[src/sv/stop_and_wait_frame_receiver_core_assert.svh]
// assertion helpers used by the receiver controller
`ifndef STOP_AND_WAIT_FRAME_RECEIVER_CORE_ASSERT_SVH
`define STOP_AND_WAIT_FRAME_RECEIVER_CORE_ASSERT_SVH

// same-cycle implication
`define SFR_ASSERT_IMP(label, clk, rst, ante, cons, msg) \
   label: assert property (@(posedge clk) disable iff (rst) (ante) |-> (cons)) \
      else $error(msg);

// next-cycle implication
`define SFR_ASSERT_NEXT(label, clk, rst, ante, cons, msg) \
   label: assert property (@(posedge clk) disable iff (rst) (ante) |=> (cons)) \
      else $error(msg);

`endif

[src/sv/sfr_pkg.sv]
`timescale 1ns / 1ps

package sfr_pkg;

   localparam int MAX_DATA_DEF = 16;

   localparam logic [7:0] CTRL_SEQ_ZERO = 8'h00;
   localparam logic [7:0] CTRL_SEQ_ONE  = 8'h02;

   localparam int CSR_IDX_W = 3;
   localparam logic [CSR_IDX_W-1:0] CSR_FLAG      = 3'd0;
   localparam logic [CSR_IDX_W-1:0] CSR_ADDRESS   = 3'd1;
   localparam logic [CSR_IDX_W-1:0] CSR_DISC      = 3'd2;
   localparam logic [CSR_IDX_W-1:0] CSR_RR_ZERO   = 3'd3;
   localparam logic [CSR_IDX_W-1:0] CSR_RR_ONE    = 3'd4;
   localparam logic [CSR_IDX_W-1:0] CSR_REJ_ZERO  = 3'd5;
   localparam logic [CSR_IDX_W-1:0] CSR_REJ_ONE   = 3'd6;

   localparam logic [7:0] FLAG_RST     = 8'd126;
   localparam logic [7:0] ADDRESS_RST  = 8'd3;
   localparam logic [7:0] DISC_RST     = 8'd11;
   localparam logic [7:0] RR_ZERO_RST  = 8'd5;
   localparam logic [7:0] RR_ONE_RST   = 8'd133;
   localparam logic [7:0] REJ_ZERO_RST = 8'd1;
   localparam logic [7:0] REJ_ONE_RST  = 8'd129;

   localparam logic [1:0] KIND_RESPONSE = 2'd0;
   localparam logic [1:0] KIND_DATA     = 2'd1;
   localparam logic [1:0] KIND_DISC     = 2'd2;

   // positions inside a supervision frame
   localparam int SUP_IDX_W = 3;
   localparam logic [SUP_IDX_W-1:0] SUP_OPEN  = 3'd0;
   localparam logic [SUP_IDX_W-1:0] SUP_ADDR  = 3'd1;
   localparam logic [SUP_IDX_W-1:0] SUP_CODE  = 3'd2;
   localparam logic [SUP_IDX_W-1:0] SUP_CHECK = 3'd3;
   localparam logic [SUP_IDX_W-1:0] SUP_CLOSE = 3'd4;

   typedef enum logic [8:0] {
      H_FLAG  = 9'b000000001,
      H_ADDR  = 9'b000000010,
      H_CTRL  = 9'b000000100,
      H_HCHK  = 9'b000001000,
      H_BODY0 = 9'b000010000,
      H_BODY1 = 9'b000100000,
      H_BODY  = 9'b001000000,
      H_DCHK  = 9'b010000000,
      H_DFLAG = 9'b100000000
   } hunt_type;

   typedef enum logic [3:0] {
      S_IDLE = 4'b0001,
      S_SUP  = 4'b0010,
      S_DATA = 4'b0100,
      S_DISC = 4'b1000
   } ctrl_state_type;

   typedef struct packed {
      logic accept_en;
      logic emit_sup;
      logic emit_data;
      logic emit_disc;
      logic last;
   } sfr_cmd_type;

   typedef struct packed {
      logic accepted;
      logic ev_close;
      logic ev_disc;
      logic slot_free;
      logic sup_done;
      logic deliver;
      logic data_last;
   } sfr_sts_type;

endpackage

[src/sv/sfr_if.sv]
`timescale 1ns / 1ps

interface sfr_req_if;
   logic       valid;
   logic       ready;
   logic [7:0] rx_byte;
   modport source (output valid, output rx_byte, input ready);
   modport sink (input valid, input rx_byte, output ready);
endinterface

interface sfr_rsp_if;
   logic       valid;
   logic       ready;
   logic [1:0] kind;
   logic [7:0] value;
   logic       last;
   modport source (output valid, output kind, output value, output last, input ready);
   modport sink (input valid, input kind, input value, input last, output ready);
endinterface

interface sfr_csr_if;
   logic       valid;
   logic       ready;
   logic [2:0] index;
   logic [7:0] data;
   modport source (output valid, output index, output data, input ready);
   modport sink (input valid, input index, input data, output ready);
endinterface

[src/sv/sfr_datapath.sv]
`timescale 1ns / 1ps

module sfr_datapath
   import sfr_pkg::*;
#(
   parameter int MAX_DATA = MAX_DATA_DEF
) (
   input  logic          clock,
   input  logic          reset,
   sfr_req_if.sink       req_bus,
   sfr_rsp_if.source     rsp_bus,
   sfr_csr_if.sink       csr_bus,
   input  sfr_cmd_type   cmd,
   output sfr_sts_type   sts
);

   localparam int DEPTH = MAX_DATA + 1;
   localparam int CNT_W = $clog2(DEPTH + 1);
   localparam int IDX_W = $clog2(DEPTH);

   // configuration
   logic [7:0] flag_ff, addr_ff, disc_ff, rr0_ff, rr1_ff, rej0_ff, rej1_ff;

   // frame parser
   hunt_type         hunt_ff, hunt_in;
   logic [CNT_W-1:0] count_ff, count_in;
   logic [7:0]       xor_ff, xor_in;
   logic             seq_seen_ff, seq_seen_in;
   logic             exp_seq_ff, exp_seq_in;
   logic [7:0]       code_ff, code_in;
   logic             deliver_ff, deliver_in;

   // result sequencing
   logic [SUP_IDX_W-1:0] sup_idx_ff, sup_idx_in;
   logic [IDX_W-1:0]     rd_idx_ff, rd_idx_in;
   logic [7:0]           rd_data_ff;
   logic [7:0]           store_mem [DEPTH];

   // output register
   logic       rsp_valid_ff, rsp_valid_in;
   logic [1:0] rsp_kind_ff, rsp_kind_in;
   logic [7:0] rsp_value_ff, rsp_value_in;
   logic       rsp_last_ff, rsp_last_in;

   logic       accepted;
   logic       wr_en;
   logic       close_hit;
   logic       disc_hit;
   logic       store_hit;
   logic [7:0] rx;
   logic [7:0] hdr_chk;
   logic [7:0] sup_byte;
   logic       emit_any;

   assign rx       = req_bus.rx_byte;
   assign accepted = req_bus.valid && cmd.accept_en;
   assign hdr_chk  = addr_ff ^ {6'b0, seq_seen_ff, 1'b0};

   assign req_bus.ready = cmd.accept_en;
   assign csr_bus.ready = 1'b1;

   always_comb begin
      hunt_in     = hunt_ff;
      count_in    = count_ff;
      xor_in      = xor_ff;
      seq_seen_in = seq_seen_ff;
      exp_seq_in  = exp_seq_ff;
      code_in     = code_ff;
      deliver_in  = deliver_ff;
      wr_en       = 1'b0;
      close_hit   = 1'b0;
      disc_hit    = 1'b0;
      store_hit   = 1'b0;
      if (accepted) begin
         case (hunt_ff)
            H_FLAG: begin
               if (rx == flag_ff) hunt_in = H_ADDR;
            end
            H_ADDR: begin
               if (rx == addr_ff) hunt_in = H_CTRL;
               else if (rx != flag_ff) hunt_in = H_FLAG;
            end
            H_CTRL: begin
               if (rx == CTRL_SEQ_ONE || rx == CTRL_SEQ_ZERO) begin
                  seq_seen_in = rx[1];
                  hunt_in     = H_HCHK;
               end else if (rx == flag_ff) begin
                  hunt_in = H_ADDR;
               end else if (rx == disc_ff) begin
                  hunt_in = H_DCHK;
               end else begin
                  hunt_in = H_FLAG;
               end
            end
            H_HCHK: begin
               if (rx == hdr_chk) begin
                  hunt_in  = H_BODY0;
                  count_in = '0;
                  xor_in   = '0;
               end else if (rx == flag_ff) begin
                  hunt_in = H_ADDR;
               end else begin
                  hunt_in = H_FLAG;
               end
            end
            H_BODY0, H_BODY1: begin
               if (rx == flag_ff) hunt_in = H_ADDR;
               else store_hit = 1'b1;
            end
            H_BODY: begin
               if (rx == flag_ff) close_hit = 1'b1;
               else store_hit = 1'b1;
            end
            H_DCHK: begin
               if (rx == (addr_ff ^ disc_ff)) hunt_in = H_DFLAG;
               else if (rx == flag_ff) hunt_in = H_ADDR;
               else hunt_in = H_FLAG;
            end
            H_DFLAG: begin
               disc_hit = (rx == flag_ff);
               hunt_in  = H_FLAG;
            end
            default: begin
               hunt_in = H_FLAG;
            end
         endcase

         if (store_hit) begin
            // a body byte with the store full drops the frame
            if (count_ff >= CNT_W'(DEPTH)) begin
               hunt_in = H_FLAG;
            end else begin
               wr_en    = 1'b1;
               count_in = count_ff + 1'b1;
               xor_in   = xor_ff ^ rx;
               if (hunt_ff == H_BODY0) hunt_in = H_BODY1;
               else if (hunt_ff == H_BODY1) hunt_in = H_BODY;
            end
         end

         if (close_hit) begin
            hunt_in    = H_FLAG;
            deliver_in = 1'b0;
            if (seq_seen_ff != exp_seq_ff) begin
               code_in = exp_seq_ff ? rr1_ff : rr0_ff;
            end else if (xor_ff != 8'd0) begin
               code_in = exp_seq_ff ? rej1_ff : rej0_ff;
            end else begin
               code_in    = exp_seq_ff ? rr0_ff : rr1_ff;
               exp_seq_in = !exp_seq_ff;
               deliver_in = 1'b1;
            end
         end
      end
   end

   always_comb begin
      case (sup_idx_ff)
         SUP_OPEN:  sup_byte = flag_ff;
         SUP_ADDR:  sup_byte = addr_ff;
         SUP_CODE:  sup_byte = code_ff;
         SUP_CHECK: sup_byte = addr_ff ^ code_ff;
         SUP_CLOSE: sup_byte = flag_ff;
         default:   sup_byte = flag_ff;
      endcase
   end

   always_comb begin
      sup_idx_in = sup_idx_ff;
      rd_idx_in  = rd_idx_ff;
      if (close_hit) begin
         sup_idx_in = SUP_OPEN;
         rd_idx_in  = '0;
      end else begin
         if (cmd.emit_sup) sup_idx_in = sup_idx_ff + 1'b1;
         if (cmd.emit_data) rd_idx_in = rd_idx_ff + 1'b1;
      end
   end

   assign emit_any = cmd.emit_sup || cmd.emit_data || cmd.emit_disc;

   always_comb begin
      rsp_kind_in  = rsp_kind_ff;
      rsp_value_in = rsp_value_ff;
      rsp_last_in  = rsp_last_ff;
      rsp_valid_in = rsp_valid_ff && !rsp_bus.ready;
      if (emit_any) begin
         rsp_valid_in = 1'b1;
         rsp_last_in  = cmd.last;
         if (cmd.emit_sup) begin
            rsp_kind_in  = KIND_RESPONSE;
            rsp_value_in = sup_byte;
         end else if (cmd.emit_data) begin
            rsp_kind_in  = KIND_DATA;
            rsp_value_in = rd_data_ff;
         end else begin
            rsp_kind_in  = KIND_DISC;
            rsp_value_in = 8'd0;
         end
      end
   end

   always_ff @(posedge clock) begin
      if (reset) begin
         flag_ff      <= FLAG_RST;
         addr_ff      <= ADDRESS_RST;
         disc_ff      <= DISC_RST;
         rr0_ff       <= RR_ZERO_RST;
         rr1_ff       <= RR_ONE_RST;
         rej0_ff      <= REJ_ZERO_RST;
         rej1_ff      <= REJ_ONE_RST;
         hunt_ff      <= H_FLAG;
         count_ff     <= '0;
         xor_ff       <= '0;
         seq_seen_ff  <= 1'b0;
         exp_seq_ff   <= 1'b0;
         deliver_ff   <= 1'b0;
         sup_idx_ff   <= SUP_OPEN;
         rsp_valid_ff <= 1'b0;
      end else begin
         if (csr_bus.valid) begin
            case (csr_bus.index)
               CSR_FLAG:     flag_ff <= csr_bus.data;
               CSR_ADDRESS:  addr_ff <= csr_bus.data;
               CSR_DISC:     disc_ff <= csr_bus.data;
               CSR_RR_ZERO:  rr0_ff  <= csr_bus.data;
               CSR_RR_ONE:   rr1_ff  <= csr_bus.data;
               CSR_REJ_ZERO: rej0_ff <= csr_bus.data;
               CSR_REJ_ONE:  rej1_ff <= csr_bus.data;
               default: ;
            endcase
         end
         hunt_ff      <= hunt_in;
         count_ff     <= count_in;
         xor_ff       <= xor_in;
         seq_seen_ff  <= seq_seen_in;
         exp_seq_ff   <= exp_seq_in;
         deliver_ff   <= deliver_in;
         sup_idx_ff   <= sup_idx_in;
         rsp_valid_ff <= rsp_valid_in;
      end
   end

   always_ff @(posedge clock) begin
      code_ff      <= code_in;
      rd_idx_ff    <= rd_idx_in;
      rsp_kind_ff  <= rsp_kind_in;
      rsp_value_ff <= rsp_value_in;
      rsp_last_ff  <= rsp_last_in;
   end

   // frame body store, read one entry ahead of the emit pointer
   always_ff @(posedge clock) begin
      if (wr_en) store_mem[count_ff[IDX_W-1:0]] <= rx;
      rd_data_ff <= store_mem[rd_idx_in];
   end

   assign rsp_bus.valid = rsp_valid_ff;
   assign rsp_bus.kind  = rsp_kind_ff;
   assign rsp_bus.value = rsp_value_ff;
   assign rsp_bus.last  = rsp_last_ff;

   assign sts.accepted  = accepted;
   assign sts.ev_close  = close_hit;
   assign sts.ev_disc   = disc_hit;
   assign sts.slot_free = !rsp_valid_ff || rsp_bus.ready;
   assign sts.sup_done  = (sup_idx_ff == SUP_CLOSE);
   assign sts.deliver   = deliver_ff;
   assign sts.data_last = ((CNT_W'(rd_idx_ff) + CNT_W'(2)) == count_ff);

endmodule

[src/sv/sfr_ctrl.sv]
`timescale 1ns / 1ps

`include "stop_and_wait_frame_receiver_core_assert.svh"

module sfr_ctrl
   import sfr_pkg::*;
(
   input  logic        clock,
   input  logic        reset,
   input  sfr_sts_type sts,
   output sfr_cmd_type cmd
);

   ctrl_state_type state_ff, state_in;

   always_comb begin
      state_in = state_ff;
      cmd      = '0;
      case (state_ff)
         S_IDLE: begin
            cmd.accept_en = 1'b1;
            if (sts.ev_close) state_in = S_SUP;
            else if (sts.ev_disc) state_in = S_DISC;
         end
         S_SUP: begin
            if (sts.slot_free) begin
               cmd.emit_sup = 1'b1;
               if (sts.sup_done) begin
                  cmd.last = !sts.deliver;
                  state_in = sts.deliver ? S_DATA : S_IDLE;
               end
            end
         end
         S_DATA: begin
            if (sts.slot_free) begin
               cmd.emit_data = 1'b1;
               cmd.last      = sts.data_last;
               if (sts.data_last) state_in = S_IDLE;
            end
         end
         S_DISC: begin
            if (sts.slot_free) begin
               cmd.emit_disc = 1'b1;
               cmd.last      = 1'b1;
               state_in      = S_IDLE;
            end
         end
         default: begin
            state_in = S_IDLE;
         end
      endcase
   end

   always_ff @(posedge clock) begin
      if (reset) begin
         state_ff <= S_IDLE;
      end else begin
         state_ff <= state_in;
      end
   end

   `SFR_ASSERT_IMP(a_emit_has_slot, clock, reset, (cmd.emit_sup || cmd.emit_data || cmd.emit_disc), sts.slot_free, "result emitted into a full output register")
   `SFR_ASSERT_NEXT(a_close_starts_sup, clock, reset, sts.ev_close, (state_ff == S_SUP), "frame close did not start the response")
   `SFR_ASSERT_NEXT(a_disc_single, clock, reset, (state_ff == S_DISC && sts.slot_free), (state_ff == S_IDLE), "disconnect report not single")
   `SFR_ASSERT_IMP(a_last_with_emit, clock, reset, cmd.last, (cmd.emit_sup || cmd.emit_data || cmd.emit_disc), "last flagged without a result")

endmodule

[src/sv/stop_and_wait_frame_receiver_core.sv]
`timescale 1ns / 1ps

// Stop-and-wait frame receiver.
// req_bus carries received link bytes, one per transaction. rsp_bus carries
// results: response bytes to transmit (kind 0), delivered data bytes (kind 1)
// and disconnect reports (kind 2); last marks the final result of one byte.
// csr_bus writes the seven code registers by index; the user must write them
// only while idle, as the block does not enforce it. A byte that causes no
// result is taken and ready stays high. A closing flag is taken, then the
// five response bytes and the data bytes of a good frame leave one per cycle
// while rsp_bus does not stall, the first after the controller state and the
// output register are set; the input is held until the last result is emitted.
// A disconnect report leaves after the controller state and output register.
// When rsp_bus stalls, the pending result holds and the sequencer waits;
// input is taken again once the last result of the byte is in the output
// register.
// Reset restores the code registers to their defaults, resumes flag hunting
// and expects sequence zero; the body store is not cleared.
module stop_and_wait_frame_receiver_core
   import sfr_pkg::*;
#(
   parameter int MAX_DATA = MAX_DATA_DEF
) (
   input  logic      clock,
   input  logic      reset,
   sfr_req_if.sink   req_bus,
   sfr_rsp_if.source rsp_bus,
   sfr_csr_if.sink   csr_bus
);

   sfr_cmd_type cmd;
   sfr_sts_type sts;

   sfr_ctrl u_ctrl (
      .clock (clock),
      .reset (reset),
      .sts   (sts),
      .cmd   (cmd)
   );

   sfr_datapath #(
      .MAX_DATA (MAX_DATA)
   ) u_datapath (
      .clock   (clock),
      .reset   (reset),
      .req_bus (req_bus),
      .rsp_bus (rsp_bus),
      .csr_bus (csr_bus),
      .cmd     (cmd),
      .sts     (sts)
   );

endmodule
[src/flat_wrapper.sv]
// flat-port wrapper written by rule: the top's interface ports become plain ports
module stop_and_wait_frame_receiver_core_flat import sfr_pkg::*;
#(
   parameter int MAX_DATA = MAX_DATA_DEF
)
  (clock, reset, req_bus_valid, req_bus_rx_byte, req_bus_ready, rsp_bus_valid, rsp_bus_kind, rsp_bus_value, rsp_bus_last, rsp_bus_ready, csr_bus_valid, csr_bus_index, csr_bus_data, csr_bus_ready);
  sfr_req_if req_bus_i ();
  sfr_rsp_if rsp_bus_i ();
  sfr_csr_if csr_bus_i ();
  input  logic clock;
  input  logic reset;
  input wire logic [$bits(req_bus_i.valid)-1:0] req_bus_valid;
  input wire logic [$bits(req_bus_i.rx_byte)-1:0] req_bus_rx_byte;
  output wire logic [$bits(req_bus_i.ready)-1:0] req_bus_ready;
  output wire logic [$bits(rsp_bus_i.valid)-1:0] rsp_bus_valid;
  output wire logic [$bits(rsp_bus_i.kind)-1:0] rsp_bus_kind;
  output wire logic [$bits(rsp_bus_i.value)-1:0] rsp_bus_value;
  output wire logic [$bits(rsp_bus_i.last)-1:0] rsp_bus_last;
  input wire logic [$bits(rsp_bus_i.ready)-1:0] rsp_bus_ready;
  input wire logic [$bits(csr_bus_i.valid)-1:0] csr_bus_valid;
  input wire logic [$bits(csr_bus_i.index)-1:0] csr_bus_index;
  input wire logic [$bits(csr_bus_i.data)-1:0] csr_bus_data;
  output wire logic [$bits(csr_bus_i.ready)-1:0] csr_bus_ready;
  assign req_bus_i.valid = req_bus_valid;
  assign req_bus_i.rx_byte = req_bus_rx_byte;
  assign req_bus_ready = req_bus_i.ready;
  assign rsp_bus_valid = rsp_bus_i.valid;
  assign rsp_bus_kind = rsp_bus_i.kind;
  assign rsp_bus_value = rsp_bus_i.value;
  assign rsp_bus_last = rsp_bus_i.last;
  assign rsp_bus_i.ready = rsp_bus_ready;
  assign csr_bus_i.valid = csr_bus_valid;
  assign csr_bus_i.index = csr_bus_index;
  assign csr_bus_i.data = csr_bus_data;
  assign csr_bus_ready = csr_bus_i.ready;
  stop_and_wait_frame_receiver_core #(.MAX_DATA(MAX_DATA)) u_core (.clock(clock), .reset(reset), .req_bus(req_bus_i), .rsp_bus(rsp_bus_i), .csr_bus(csr_bus_i));
endmodule
[config.mk]
export PLATFORM = sky130hd
export DESIGN_NAME = stop_and_wait_frame_receiver_core_flat
export DESIGN_NICKNAME = d
export VERILOG_FILES = /design/src/sv/sfr_pkg.sv /design/src/sv/sfr_if.sv /design/src/sv/sfr_datapath.sv /design/src/sv/sfr_ctrl.sv /design/src/sv/stop_and_wait_frame_receiver_core.sv /design/src/flat_wrapper.sv
export VERILOG_INCLUDE_DIRS = /design/src /design/src/sv
export SDC_FILE = /design/constraint.sdc
export NUM_CORES = 1
export LEC_CHECK = 0
export BUFFER_PORTS_ARGS = -buffer_cell sky130_fd_sc_hd__buf_4
export CORE_MARGIN = 1
export CORE_UTILIZATION = 50
export DETAILED_ROUTE_END_ITERATION = 10
export PLACE_DENSITY = 0.66
export SYNTH_ARGS = -nofsm -noshare
export SYNTH_HDL_FRONTEND = slang
export SYNTH_SLANG_ARGS = --single-unit
[constraint.sdc]
create_clock -name clock -period 3.9 [get_ports clock]
set_input_delay 0.78 -clock clock [delete_from_list [all_inputs] [get_ports clock]]
set_output_delay 0.78 -clock clock [all_outputs]
set_load 0.005 [all_outputs]
; ---- Yosys cells after proc, flatten, opt, wreduce, memory -nomap -nowiden
; Memory sizes are Yosys's and may differ from the RTL's. A register that Yosys moved wholly into a read port is not among the register bits.
; Index checks and enable logic that the tools add are counted.
[op_classes]
n_mux = 70
eq_ne = 38
n_bitwise = 6
reduce_logical = 27
addsub = 4
magnitude_cmp = 1
[op_table]
columns = cell, n
row1 = $mux 8, 14
row2 = $mux 9, 9
row3 = $pmux 9 s6, 1
row4 = $eq 8x8->1, 5
row5 = $mux 5, 7
row6 = $mux 4, 7
row7 = $mux 1, 25
row8 = $pmux 8 s3, 1
row9 = $xor 8x8->8, 3
row10 = $pmux 4 s4, 1
row11 = $reduce_and 2->1, 8
row12 = $eq 3x2->1 const B, 4
row13 = $eq 3x3->1 const B, 4
row14 = $add 5x1->5 const B, 2
row15 = $eq 9x1->1 const B, 1
row16 = $eq 9x2->1 const B, 1
row17 = $eq 9x3->1 const B, 1
row18 = $eq 9x4->1 const B, 1
row19 = $eq 9x5->1 const B, 1
row20 = $eq 9x6->1 const B, 1
row21 = $eq 9x7->1 const B, 1
row22 = $eq 9x8->1 const B, 1
row23 = $eq 9x9->1 const B, 1
row24 = $eq 8x2->1 const B, 1
row25 = other kinds (30), 45
[totals]
inputBits = 24
ramBits = 136
mem_count = 1
reg_bits = 113
[mem_list]
columns = name, depth, word_bits, read_ports, rd_ports_with_merged_regs, wr, line_no
row1 = u_core.u_datapath.store_mem, 17, 8, 1, 1, 1, sfr_datapath.sv:37  ; logic [7:0] store_mem [DEPTH];

; ---- Longest topological paths before layout
[logic_depth]
depth_word = 10
depth_mapped = 10
depth_no_buf = 9

; ---- Hierarchy
; Synthesis repeated with hierarchy kept, for this count alone.
[hier_totals]
hier_cells = 1140
hier_area_um2 = 12057.8
[modules_own_cells]
columns = mod, instances, area_per_inst_um2, cells_per_inst, seq_area_each_um2
row1 = sfr_datapath, 1, 11771.3, 1103, 6616.3
row2 = sfr_ctrl, 1, 286.5, 37, 80.1

; ---- Least setup slack after synthesis
; Ideal clock, no wire load.
[synth_timing]
path_kind = input-to-reg
startpoint = input req_bus_rx_byte[3]
endpoint = memory u_core.u_datapath.store_mem[16][0] (enable)
n_path_buf = 1
path_slack_ns = 0.573
required_ns = 3.502
t_arrival_ns = 2.929
cell_stages = 7
path_cell_list = clkbuf_1 xnor2_1 nand4_1 o2111ai_1 nor2_1 nand2_1 nor4b_1
[synth_between]
elab_chain_len = 8
[synth_lines]
columns = element, line_no
row1 = start: declaration, flat_wrapper.sv:13  ; input wire logic [$bits(req_bus_i.rx_byte)-1:0] req_bus_rx_byte;
row2 = $eq 8x8->1, "sfr_datapath.sv:107, sfr_datapath.sv:111"
row3 = $mux 1, "sfr_datapath.sv:107, sfr_datapath.sv:111"
row4 = $mux 1, n/a
row5 = $mux 1, sfr_datapath.sv:74  ; if (accepted) begin
row6 = $mux 1, sfr_datapath.sv:128  ; if (store_hit) begin
row7 = $mux 1, sfr_datapath.sv:74
row8 = $mux 1, sfr_datapath.sv:254  ; if (wr_en) store_mem[count_ff[IDX_W-1:0]] <= rx;
row9 = $mux 1 (not written as such), sfr_datapath.sv:254
row10 = end: declaration, sfr_datapath.sv:37
; Every way passes these cells. The select of a mux whose other input is x is not followed.

; ---- Final worst setup path
[layout_timing]
startpoint = register u_core.u_ctrl.state_ff[3]
endpoint = register u_core.u_datapath.rd_data_ff[5] (read register of u_core.u_datapath.store_mem)
[layout_between]
elab_chain_len = 5
elab_cells_between_ends = 8
cone_classes = 2 x eq/ne / 5 x mux / 1 x reduce/logical
[layout_lines]
columns = element, line_no
row1 = start: declaration, sfr_ctrl.sv:14  ; ctrl_state_type state_ff, state_in;
row2 = start signal: assignment, sfr_ctrl.sv:58  ; state_ff <= state_in;
row3 = $eq 4x1->1, sfr_ctrl.sv:19  ; case (state_ff)
row4 = $mux 1, sfr_ctrl.sv:19
row5 = $logic_and 1x1->1, sfr_datapath.sv:56  ; assign accepted = req_bus.valid && cmd.accept_en;
row6 = $mux 1, sfr_datapath.sv:74
row7 = $mux 5 (*), sfr_datapath.sv:171  ; if (close_hit) begin
row8 = end: declaration, sfr_datapath.sv:36  ; logic [7:0] rd_data_ff;
; Every way passes the cells marked *; elsewhere a longest branch is shown, timed or not.
; A chain may end at the register's enable or synchronous reset.

==> flow_summary_export.csv <==
group,metric,value,unit
placed_design,port_buffers,36,
clocking,cts-resized-gates,0,
yosys,yosysTopAreaCellShare,39.4,%
route,vias_per_cell,5.90,
finish,layout_commonest_cell,"edfxtp_1",
floorplanning,die-area,24200,um2
yosys,postSynthAreaPerCell,11.4,um2
critical_path,path_max_fanout,17,
critical_path,path_class,"flop to flop",
critical_path,worst-path-buf-inv,0,
critical_path,crit_arrival,3.60,ns
timing,finClkSkew,0.00855,ns
route,num_vias,8285,
route,wl_per_cell,20.9,um
yosys,synthesis.area,11800,um2
critical_path,cp_slowest_cell,"or4b_4",
global_routing,gr-total-overflow,0,
timing,max-slew-margin-rel,28.5,%
timing,rsz0062_at_grt,"false",
finish,area_growth,13.2,%
yosys,synth_edf_count,155,
worst_hold_path,worstHoldStart,"u_core.u_datapath.store_mem[16][5]",
power,ir_drop,0.317,mV
power,cellLeakagePower,4.82,nW
timing,tightest_slew,1.07,ns
critical_path,crit_chain,"or4b_4 -> nor2_8 -> mux2i_1 -> or2_1 -> o211a_1 -> a211oi_1 -> a211o_1",
route,postRouteWirelength,29400,um
finish,layout.nets,1106,
timing,hold_viol,0,
yosys,ys_types,70,
clocking,hold_buffers,0,
finish,insertedDiodeCount,0,
clocking,clock-root-buffer,"clkbuf_16",
yosys,yosysWarnings,0,
yosys,async_flop_share,0,%
timing,fin_crit,3.18,ns
finish,layout-drive-gt1-share,12.1,%
run_status,outcome,"completed",
placed_design,hpwl,20200,um
finish,stdcell_area,13400,um2
critical_path,cp_top_family,"simple AND/OR/NAND/NOR gates",
clocking,clk_pin_slew_worst_paths,0.06,ns
clocking,numCtsBuffers,27,
finish,finalNonFillerCells,1405,
global_routing,first_global_vias,7804,
critical_path,r2r-start,"u_core.u_ctrl.state_ff[3]",
clocking,cts_buffer_depth,3,
yosys,syn_nets,1072,
critical_path,crit_start,"u_core.u_ctrl.state_ff[3]",
worst_hold_path,hp-class,"flop to flop",
route,drt_pass1_iterations,5,
yosys,yosysSeqAreaShare,56.7,%
flow_run,drv_cap,0,
clocking,cts_sinks,257,
critical_path,cp.required,4.31,ns
clocking,clock_latency,0.53,ns
floorplanning,dieHeight,156,um
clocking,htreeDepth,1,
route,ant_nets,0,
floorplanning,initial_core_util,51.5,%
route,drcViolationCount,0,
global_routing,antenna_found_initial,0,
critical_path,startpoint_type,"flop",
timing,whs,0.452,ns
timing,fin_tns_setup,0,ns
power,power,0.00588,W
power,powerDensity,440,nW/um2
placed_design,dpl.cell_count,1355,
clocking,cts_tree,"done",
timing,setup_violations,0,
global_routing,grt_pass1_wl,44600,um
yosys,synth_flop_cell,"edfxtp_1",
placed_design,dpl-instance-area,12500,um2
timing,fmax,314,MHz
route,drt_iter0_markers,673,
global_routing,grt.total_usage,24.4,%
yosys,ys_ff_latch,257,
floorplanning,pin_count,38,
critical_path,cp-end-kind,"flop",
placed_design,gp_congestion,0.870,
timing,finalCritPeriodShare,81.6,%
yosys,synth_area_leaders,"edfxtp_1 39%, dfxtp_1 17%, mux2i_1 4.2%",
finish,largest_reg_flops,136,
floorplanning,fp.coreArea,22900,um2
finish,final_cell_mix,"155 x edfxtp_1, 116 x nand2_1, 102 x dfxtp_1",
timing,slew_violations,0,
floorplanning,rows,55,
yosys,synth_cells,1037,
global_routing,grt_max_degree,91,
yosys,yosysTopAreaCell,"edfxtp_1",
floorplanning,die_w,156,um
critical_path,cpPeakStageDelay,0.67,ns
clocking,postCtsSetupBuffers,0,
==> power by group <==
part | switching (W) | leakage (nW) | internal, W
logic | 0.000199 | 2.15 | 0.000127
registers | 0.0000258 | 2.23 | 0.00290
clock network | 0.00103 | 0.443 | 0.00159
total | 0.00126 | 4.82 | 0.00462
==> cell usage after synthesis, types with 3 or more instances <==
cell type	count
edfxtp_1	155
nand2_1	116
dfxtp_1	102
nor2_1	81
a21oi_1	63
clkbuf_1	50
mux2i_1	50
a211o_1	33
xnor2_1	31
a22oi_1	29
a211oi_1	26
o21ai_0	26
nor2b_1	23
nand3b_1	21
a22o_1	16
o211a_1	16
xor2_1	15
nand4_1	14
nor3_1	13
inv_1	12
ha_1	11
o21ai_1	11
buf_2	10
nand2b_1	9
nand3_1	9
a221o_1	8
xnor3_1	7
a222oi_1	6
buf_4	4
nor4_1	4
and2_1	3
buf_6	3
nor4b_1	3
o31ai_1	3
or4_1	3
==> metrics by stage <==
step | util (%) | worst slack (ns)
after floorplan | - | 0.573
after global placement | 54.3 | 0.711
after detailed placement | 54.3 | 0.648
after CTS | 58.3 | 0.778
after global routing | 58.3 | 0.646
final | 58.3 | 0.717
==> final timing paths <==
check,to,slack [ns],cells after the start
max,u_core.u_datapath.rd_data_ff[5],0.72,7
min,u_core.u_datapath.rd_data_ff[5],0.45,1
max reg2reg,u_core.u_datapath.rd_data_ff[5],0.72,7
min reg2reg,u_core.u_datapath.rd_data_ff[5],0.45,1
==> worst register-to-register path: stages, from the launching register on <==
cell and delay, ns:
dfxtp_1 0.44, or4b_4 0.67, nor2_8 0.28, mux2i_1 0.40, or2_1 0.65, o211a_1 0.27, a211oi_1 0.06, a211o_1 0.31
==> area by class of cell <==
class / instances / area, um2
flip-flops and latches: 257 / 6700
clock buffers: 36 / 739
inverters: 13 / 48.8
multi-input cells: 700 / 4780
fillers: 1894 / 9550
repair buffers: 72 / 541
well taps: 313 / 392
clock inverters: 14 / 175
==> kinds of logic (layout without fill, tap and decap cells) <==
family | after synthesis | after routing | synth area share (%)
multiplexers | 52 | 52 | 4.49
XOR/XNOR | 54 | 54 | 4.88
flip-flops | 257 | 257 | 56.7
AND/OR/NAND/NOR | 322 | 322 | 13.9
AO/OA/AOI/OAI | 260 | 260 | 15.9
other | 1 | 1 | 0.0317
buffers and inverters | 80 | 135 | 2.97
adder cells (fa/ha/maj) | 11 | 11 | 1.17
==> per-layer routing <==
metal / up-vias / routed length (um) / share of wire [%] / track usage, %
li1: 3943 / - / - / -
met1: 4045 / 13000 / 44 / 33.2
met2: 249 / 13800 / 47 / 39.9
met3: 48 / 1770 / 6.0 / 3.39
met4: 0 / 817 / 2.8 / 8.45
met5: - / 0 / 0 / 0
Power figures use the tool's default switching activity.
